**src/sv/dsa_pkg.sv**
```systemverilog
// Shared types and constants for the decimal scale alignment block.
// No dependencies.
package dsa_pkg;

    typedef enum logic [2:0] {
        ST_IDLE,
        ST_CHK1,
        ST_DIV1,
        ST_CHK2,
        ST_MUL,
        ST_CHK3,
        ST_DIV3,
        ST_DONE
    } state_t;

    localparam int unsigned IN_BITS = 96;
    localparam logic [31:0] RESERVED_MASK = 32'h7F00_FFFF;
    localparam int unsigned SIGN_POS = 31;

endpackage

```
**src/sv/decimal_scale_align.sv**
```systemverilog
// Decimal operand scale alignment: nibble-serial divide and multiply by ten.
// Depends on dsa_pkg.
// Each divide or multiply step is a pass over NIB = ceil(MANTISSA_BITS/4) nibbles plus
// one check state; an item needs up to first_scale - second_scale + 2 steps.
// One item at a time: busy is high from start until done; done pulses one cycle.
// Reset (rst_n low, asynchronous) returns the controller to idle; no clearing pass.
module decimal_scale_align #(
    parameter int MANTISSA_BITS = 96,
    parameter int MAX_SCALE = 28
) (
    input  logic        clk,
    input  logic        rst_n,
    input  logic        start,
    output logic        busy,
    output logic        done,
    input  logic [63:0] first_mant_low,
    input  logic [31:0] first_mant_high,
    input  logic [31:0] first_scale_word,
    input  logic [4:0]  first_scale,
    input  logic [63:0] second_mant_low,
    input  logic [31:0] second_mant_high,
    input  logic [31:0] second_scale_word,
    input  logic [4:0]  second_scale,
    output logic [63:0] out_first_low,
    output logic [31:0] out_first_high,
    output logic [31:0] out_first_word,
    output logic [4:0]  out_first_scale,
    output logic [63:0] out_second_low,
    output logic [31:0] out_second_high,
    output logic [4:0]  out_second_scale,
    output logic [3:0]  round_digit,
    output logic        digits_lost,
    output logic        bad_format
);

    localparam int NIB = (MANTISSA_BITS + 3) / 4;
    localparam int NW  = NIB * 4;
    localparam int CW  = $clog2(NIB);
    localparam logic [CW-1:0] LAST_CNT = CW'(NIB - 1);

    dsa_pkg::state_t state_reg, state_next;

    logic [NW-1:0] a_reg, a_next, q_reg, q_next;
    logic [NW-1:0] b_reg, b_next, p_reg, p_next;
    logic [CW-1:0] cnt_reg, cnt_next;
    logic [3:0]    rem_reg, rem_next;
    logic [3:0]    carry_reg, carry_next;
    logic [31:0]   word_reg, word_next;
    logic [4:0]    s1_reg, s1_next, s2_reg, s2_next;
    logic [3:0]    last_reg, last_next;
    logic          sticky_reg, sticky_next;
    logic          lost_reg, lost_next;
    logic          bad_reg, bad_next;

    logic [dsa_pkg::IN_BITS-1:0] a_in, b_in, a_out, b_out;
    logic [NW-1:0] a_ld, b_ld;
    logic [7:0]    cur;
    logic [15:0]   qprod;
    logic [3:0]    qdig, rdig;
    logic [7:0]    mprod;
    logic          last_cyc, word_ok, fits;
    logic [31:0]   word_dec;

    assign a_in = {first_mant_high, first_mant_low};
    assign b_in = {second_mant_high, second_mant_low};

    // Bits at or above MANTISSA_BITS are dropped on load.
    always_comb
    begin
        a_ld = '0;
        b_ld = '0;
        a_out = '0;
        b_out = '0;
        for (int i = 0; i < NW; i++)
        begin
            if (i < MANTISSA_BITS && i < dsa_pkg::IN_BITS)
            begin
                a_ld[i] = a_in[i];
                b_ld[i] = b_in[i];
            end
        end
        for (int i = 0; i < dsa_pkg::IN_BITS; i++)
        begin
            if (i < NW)
            begin
                a_out[i] = a_reg[i];
                b_out[i] = b_reg[i];
            end
        end
    end

    // Divide one nibble by ten: cur < 160, so q = (cur * 205) >> 11 is exact.
    assign cur   = {rem_reg, a_reg[NW-1 -: 4]};
    assign qprod = 16'(cur) * 16'd205;
    assign qdig  = qprod[14:11];
    assign rdig  = 4'(cur - 8'(qdig) * 8'd10);

    // Multiply one nibble by ten with a carry below ten.
    assign mprod = 8'(b_reg[3:0]) * 8'd10 + 8'(carry_reg);

    assign last_cyc = (cnt_reg == LAST_CNT);
    assign word_ok  = ((word_reg & dsa_pkg::RESERVED_MASK) == 32'd0)
                   && (word_reg[23:16] <= 8'(MAX_SCALE));
    assign word_dec = {word_reg[dsa_pkg::SIGN_POS], 7'd0, word_reg[23:16] - 8'd1, 16'd0};

    // Final product nibble and carry; product must be zero above MANTISSA_BITS.
    always_comb
    begin
        logic [NW-1:0] pfull;
        pfull = {mprod[3:0], p_reg[NW-1:4]};
        fits = (mprod[7:4] == 4'd0);
        for (int i = 0; i < NW; i++)
        begin
            if (i >= MANTISSA_BITS && pfull[i])
                fits = 1'b0;
        end
    end

    always_comb
    begin
        state_next = state_reg;
        unique case (state_reg)
            dsa_pkg::ST_IDLE: if (start) state_next = dsa_pkg::ST_CHK1;
            dsa_pkg::ST_CHK1: state_next = (s1_reg > s2_reg) ? dsa_pkg::ST_DIV1
                                                             : dsa_pkg::ST_CHK2;
            dsa_pkg::ST_DIV1: if (last_cyc)
                state_next = (rdig == 4'd0) ? dsa_pkg::ST_CHK1 : dsa_pkg::ST_CHK2;
            dsa_pkg::ST_CHK2: state_next = (s2_reg < s1_reg) ? dsa_pkg::ST_MUL
                                                             : dsa_pkg::ST_CHK3;
            dsa_pkg::ST_MUL:  if (last_cyc)
                state_next = fits ? dsa_pkg::ST_CHK2 : dsa_pkg::ST_CHK3;
            dsa_pkg::ST_CHK3: state_next = (s1_reg > s2_reg) ? dsa_pkg::ST_DIV3
                                                             : dsa_pkg::ST_DONE;
            dsa_pkg::ST_DIV3: if (last_cyc) state_next = dsa_pkg::ST_CHK3;
            dsa_pkg::ST_DONE: state_next = dsa_pkg::ST_IDLE;
            default:          state_next = dsa_pkg::ST_IDLE;
        endcase
    end

    always_comb
    begin
        a_next = a_reg;
        q_next = q_reg;
        b_next = b_reg;
        p_next = p_reg;
        cnt_next = '0;
        rem_next = '0;
        carry_next = '0;
        word_next = word_reg;
        s1_next = s1_reg;
        s2_next = s2_reg;
        last_next = last_reg;
        sticky_next = sticky_reg;
        lost_next = lost_reg;
        bad_next = bad_reg;
        unique case (state_reg)
            dsa_pkg::ST_IDLE:
            begin
                if (start)
                begin
                    a_next = a_ld;
                    b_next = b_ld;
                    word_next = first_scale_word;
                    s1_next = first_scale;
                    s2_next = second_scale;
                    last_next = '0;
                    sticky_next = 1'b0;
                    lost_next = 1'b0;
                    bad_next = 1'b0;
                end
            end
            dsa_pkg::ST_DIV1, dsa_pkg::ST_DIV3:
            begin
                // Rotate the dividend so it is intact after the pass; build the quotient.
                a_next = {a_reg[NW-5:0], a_reg[NW-1 -: 4]};
                q_next = {q_reg[NW-5:0], qdig};
                rem_next = rdig;
                cnt_next = cnt_reg + CW'(1);
                if (last_cyc)
                begin
                    cnt_next = '0;
                    rem_next = '0;
                    if (state_reg == dsa_pkg::ST_DIV3 || rdig == 4'd0)
                    begin
                        s1_next = s1_reg - 5'd1;
                        if (word_ok)
                        begin
                            a_next = {q_reg[NW-5:0], qdig};
                            word_next = word_dec;
                        end
                        else
                            bad_next = 1'b1;
                        if (state_reg == dsa_pkg::ST_DIV3)
                        begin
                            last_next = word_ok ? rdig : 4'd0;
                            if (!word_ok || rdig != 4'd0)
                            begin
                                lost_next = 1'b1;
                                if (s1_reg - 5'd1 > s2_reg)
                                    sticky_next = 1'b1;
                            end
                        end
                    end
                end
            end
            dsa_pkg::ST_MUL:
            begin
                b_next = {b_reg[3:0], b_reg[NW-1:4]};
                p_next = {mprod[3:0], p_reg[NW-1:4]};
                carry_next = mprod[7:4];
                cnt_next = cnt_reg + CW'(1);
                if (last_cyc)
                begin
                    cnt_next = '0;
                    carry_next = '0;
                    if (fits)
                    begin
                        b_next = {mprod[3:0], p_reg[NW-1:4]};
                        s2_next = s2_reg + 5'd1;
                    end
                end
            end
            default:
            begin
            end
        endcase
    end

    always_ff @(posedge clk or negedge rst_n)
    begin
        if (!rst_n)
        begin
            state_reg <= dsa_pkg::ST_IDLE;
            cnt_reg <= '0;
            rem_reg <= '0;
            carry_reg <= '0;
        end
        else
        begin
            state_reg <= state_next;
            cnt_reg <= cnt_next;
            rem_reg <= rem_next;
            carry_reg <= carry_next;
        end
    end

    always_ff @(posedge clk)
    begin
        a_reg <= a_next;
        q_reg <= q_next;
        b_reg <= b_next;
        p_reg <= p_next;
        word_reg <= word_next;
        s1_reg <= s1_next;
        s2_reg <= s2_next;
        last_reg <= last_next;
        sticky_reg <= sticky_next;
        lost_reg <= lost_next;
        bad_reg <= bad_next;
    end

    always_comb
    begin
        busy = (state_reg != dsa_pkg::ST_IDLE);
        done = (state_reg == dsa_pkg::ST_DONE);
    end

    assign out_first_low    = a_out[63:0];
    assign out_first_high   = a_out[95:64];
    assign out_first_word   = word_reg;
    assign out_first_scale  = s1_reg;
    assign out_second_low   = b_out[63:0];
    assign out_second_high  = b_out[95:64];
    assign out_second_scale = s2_reg;
    assign round_digit      = (last_reg == 4'd5 && sticky_reg) ? 4'd6 : last_reg;
    assign digits_lost      = lost_reg;
    assign bad_format       = bad_reg;

    a_start_busy: assert property (@(posedge clk) disable iff (!rst_n)
        start && !busy |=> busy)
        else $error("transfer accepted but block not busy");

    a_done_aligned: assert property (@(posedge clk) disable iff (!rst_n)
        done |-> s1_reg <= s2_reg)
        else $error("result issued with scales not aligned");

    a_done_one: assert property (@(posedge clk) disable iff (!rst_n)
        done |=> !done && !busy)
        else $error("done held longer than one cycle");

    a_cnt_range: assert property (@(posedge clk) disable iff (!rst_n)
        cnt_reg <= LAST_CNT)
        else $error("nibble counter out of range");

endmodule
```
**config.mk**
```make
export PLATFORM = sky130hd
export DESIGN_NAME = decimal_scale_align
export DESIGN_NICKNAME = d
export VERILOG_FILES = /design/src/sv/dsa_pkg.sv /design/src/sv/decimal_scale_align.sv
export SDC_FILE = /design/constraint.sdc
export NUM_CORES = 1
export LEC_CHECK = 0
export BUFFER_PORTS_ARGS = -buffer_cell sky130_fd_sc_hd__buf_2
export CAP_MARGIN = 20
export CORE_AREA = 2 2 197 199
export CTS_CLUSTER_SIZE = 10
export DETAILED_ROUTE_END_ITERATION = 7
export DIE_AREA = 0 0 199 201
export GPL_TIMING_DRIVEN = 0
export HOLD_SLACK_MARGIN = 0.03
export PLACE_DENSITY = 0.79
export SLEW_MARGIN = 20
export SYNTH_ARGS = -nofsm -noshare
export SYNTH_HDL_FRONTEND = slang
export SYNTH_SLANG_ARGS = --single-unit
```
**constraint.sdc**
```tcl
create_clock -name clk -period 8.54 [get_ports clk]
set_input_delay 1.708 -clock clk [delete_from_list [all_inputs] [get_ports clk]]
set_output_delay 1.708 -clock clk [all_outputs]
set_load 0.02 [all_outputs]
```
==> results_dict.tcl <==
set metrics [dict create \
    reg2reg_from "a_out[94]" \
    path_cells "ha_1 -> xor2_1 -> ha_1 -> fa_1 -> inv_1 -> fa_1 -> inv_1 -> ha_1 -> a21o_1 -> a2111oi_0 -> a211oi_1 -> nand2_1 -> ha_1 -> inv_1 -> fa_1 -> nor3b_1 -> nand4_2 -> a31o_2 -> o21ai_0 -> o21a_2" \
    setup_ws_ns 0.762 \
    cts-root-buf "clkbuf_16" \
    num_vias 14880 \
    r2r_cells 20 \
    ys_warn_count 0 \
    dieArea_sq_um 40000 \
    worstPathBufferInverterCount 3 \
    start_kind "flop" \
    post_cts_resized 0 \
    ys_async_sr_fraction_pct 3.63 \
    path_clk_slew_ns 0.06 \
    cts.sinks 441 \
    final_common_cell "buf_2" \
    finalSetupViolCount 0 \
    end_kind "flop" \
    most-common-layout-cells "buf_2, edfxtp_1, nand2_1, o21ai_0, nor2_1" \
    cp.arrival_ns 7.99 \
    cp_top_family "compound AO/OA/AOI/OAI gates" \
    worst_ir_drop_vdd_uv 387 \
    netlist_area_sq_um 19900 \
    wl_per_cell_um 20.2 \
    ys_types 54 \
    max_freq_mhz 129 \
    port_buffers 478 \
    worst-setup-path-type "reg2reg" \
    min_period_ns 7.78 \
    place_hpwl_um 39300 \
    reg2reg_to "out_first_word[28]" \
    drt_iter0_drc 1093 \
    clock_latency_ns 0.59 \
    reg2reg_slack_ns 0.76 \
    crit_top_cell "ha_1" \
    powerDensity_nw_per_um2 422 \
    clk_path_buf_depth 3 \
    cts_tree "yes" \
    max_cap_viol_count 0 \
    slew_violations 0 \
    initial_core_util_pct 52.2 \
    synth_edf_count 425 \
    syn2layout_area_growth_pct 23.0 \
    critPathMaxFanout 31 \
    antenna_found_initial 6 \
    power.leakage_uw 0.0106 \
    netlist_instances 1583 \
    relSlewSlack_pct 34.8 \
    die_x_um 199 \
    ys_ff_latch 441 \
    fin_skew_ns 0.0194 \
    grt_use_met1_pct 34.2 \
    worst_ep_required_time_ns 8.75 \
    syn-num-nets 1928 \
    overflow 0 \
    vias_per_cell 5.58 \
    critical_path.startpoint "a_out[94]" \
    finalPower_uw 10300 \
    grt_max_degree 59 \
    yosysSeqAreaShare_pct 66.2 \
    ctsHoldBuffers 0 \
    outcome "finished clean" \
    worst_pin_slew_ns 0.967 \
    hold_violations 0 \
    slowest_delay_ns 0.77 \
    place_worst_setup_slack_ns 0.828 \
    syn_avg_cell_area_sq_um 12.6 \
    crit_slowest_cell "o21a_2" \
    grt_pass1_wl_um 81900 \
    die_h_um 201 \
    dr.pass1.iters 5 \
    use_met3_pct 5.88 \
    grt_pass1_vias 15083 \
    core-area_sq_um 38100 \
    grt_util_all_layers_pct 26.7 \
    cts_setup_buffers 0 \
    wirelength_um 53900 \
    grt_util_met2_pct 44.9 \
    rsz0062_at_grt "false" \
    drive_gt1_share_pct 27.3 \
    cp-endpoint "out_first_word[28]" \
    htreeDepth 2 \
    detail_route.drc_violations 0 \
    period_share_pct 91.1 \
    synth.area.top_cells "edfxtp_1, nand2_1, mux2i_1" \
    rows 72 \
    tns_ns 0 \
    drtAntennaViolNets 0 \
    synth_area_leader_cell "edfxtp_1" \
    hp-class "reg2reg" \
    synthFlopType "edfxtp_1" \
    cts_inserted_buffers 50 \
    yosys.area.top_type_share_pct 64.2 \
    crit_cells 20 \
    place_congestion 0.966 \
    grt_most_used_layer "met2" \
    ios 511 \
    nets 2463 \
]
Yosys cell counts, types with 7 or more instances:
cell type	instances
nor3_1	12
buf_2	23
xnor2_1	19
a31oi_1	97
inv_1	44
fa_1	13
nor2b_1	10
ha_1	63
nor2_1	112
o21ai_0	124
and2_1	27
dfrtp_1	16
edfxtp_1	425
a21oi_1	18
nand2_1	327
mux2i_1	96
clkbuf_1	59
xor2_1	7
nor4_1	8
per-layer routing:
layer	part of all wire [%]	vias up	wire length [um]
met5	0	-	0
met1	40	7227	21300
met2	49	733	26500
li1	-	6798	-
met4	3.3	0	1770
met3	8.0	122	4330
report_power, final:
part	internal, uW	switching (uW)	total, uW
clock	1070	817	1890
combinational	1450	2900	4350
sequential	3600	494	4090
per-stage QoR:
| stage | cells | hold slack [ns] | utilization, % | cell area [sq um] |
|---|---|---|---|---|
| after global routing | 2665 | 0.449 | 64.2 | 24500 |
| final | 2666 | 0.444 | 64.2 | 24500 |
| after CTS | 2658 | 0.444 | 64.2 | 24400 |
| after global placement | 2579 | 0.428 | 60.2 | 22900 |
| after detailed placement | 2584 | 0.431 | 60.6 | 23100 |
| after floorplan | 1583 | 0.424 | - | 19900 |
logic make-up after synthesis:
family / count (synthesis) / synth area share [%]
xor+xnor: 26 / 1.15
simple gates: 528 / 11.1
compound gates: 278 / 8.38
flops: 441 / 66.2
fa+ha+maj: 76 / 5.27
buf+inv: 136 / 2.98
mux: 98 / 4.94
how the worst min path moves through the flow:
stage / from / to / slack [ns] / cells past startpoint
after floorplan: carry_reg[0] / p_reg[92] / 0.42 / 0
after global placement: p_reg[60] / p_reg[56] / 0.43 / 0
after detailed placement: q_reg[17] / q_reg[21] / 0.43 / 0
after CTS: p_reg[64] / p_reg[60] / 0.44 / 0
after global routing: p_reg[64] / p_reg[60] / 0.45 / 0
final: p_reg[64] / p_reg[60] / 0.44 / 0
area by class of cell:
class | instances | area [sq um]
Fill cell | 2886 | 13600
Sequential cell | 441 | 13200
Multi-Input combinational cell | 1006 | 6150
Timing Repair Buffer | 483 | 2510
Clock buffer | 70 | 1340
Tap cell | 518 | 648
Buffer | 90 | 423
Inverter | 46 | 178
Clock inverter | 4 | 37.5
Antenna cell | 8 | 20.0
No activity file was read; power rests on OpenSTA's default activity.
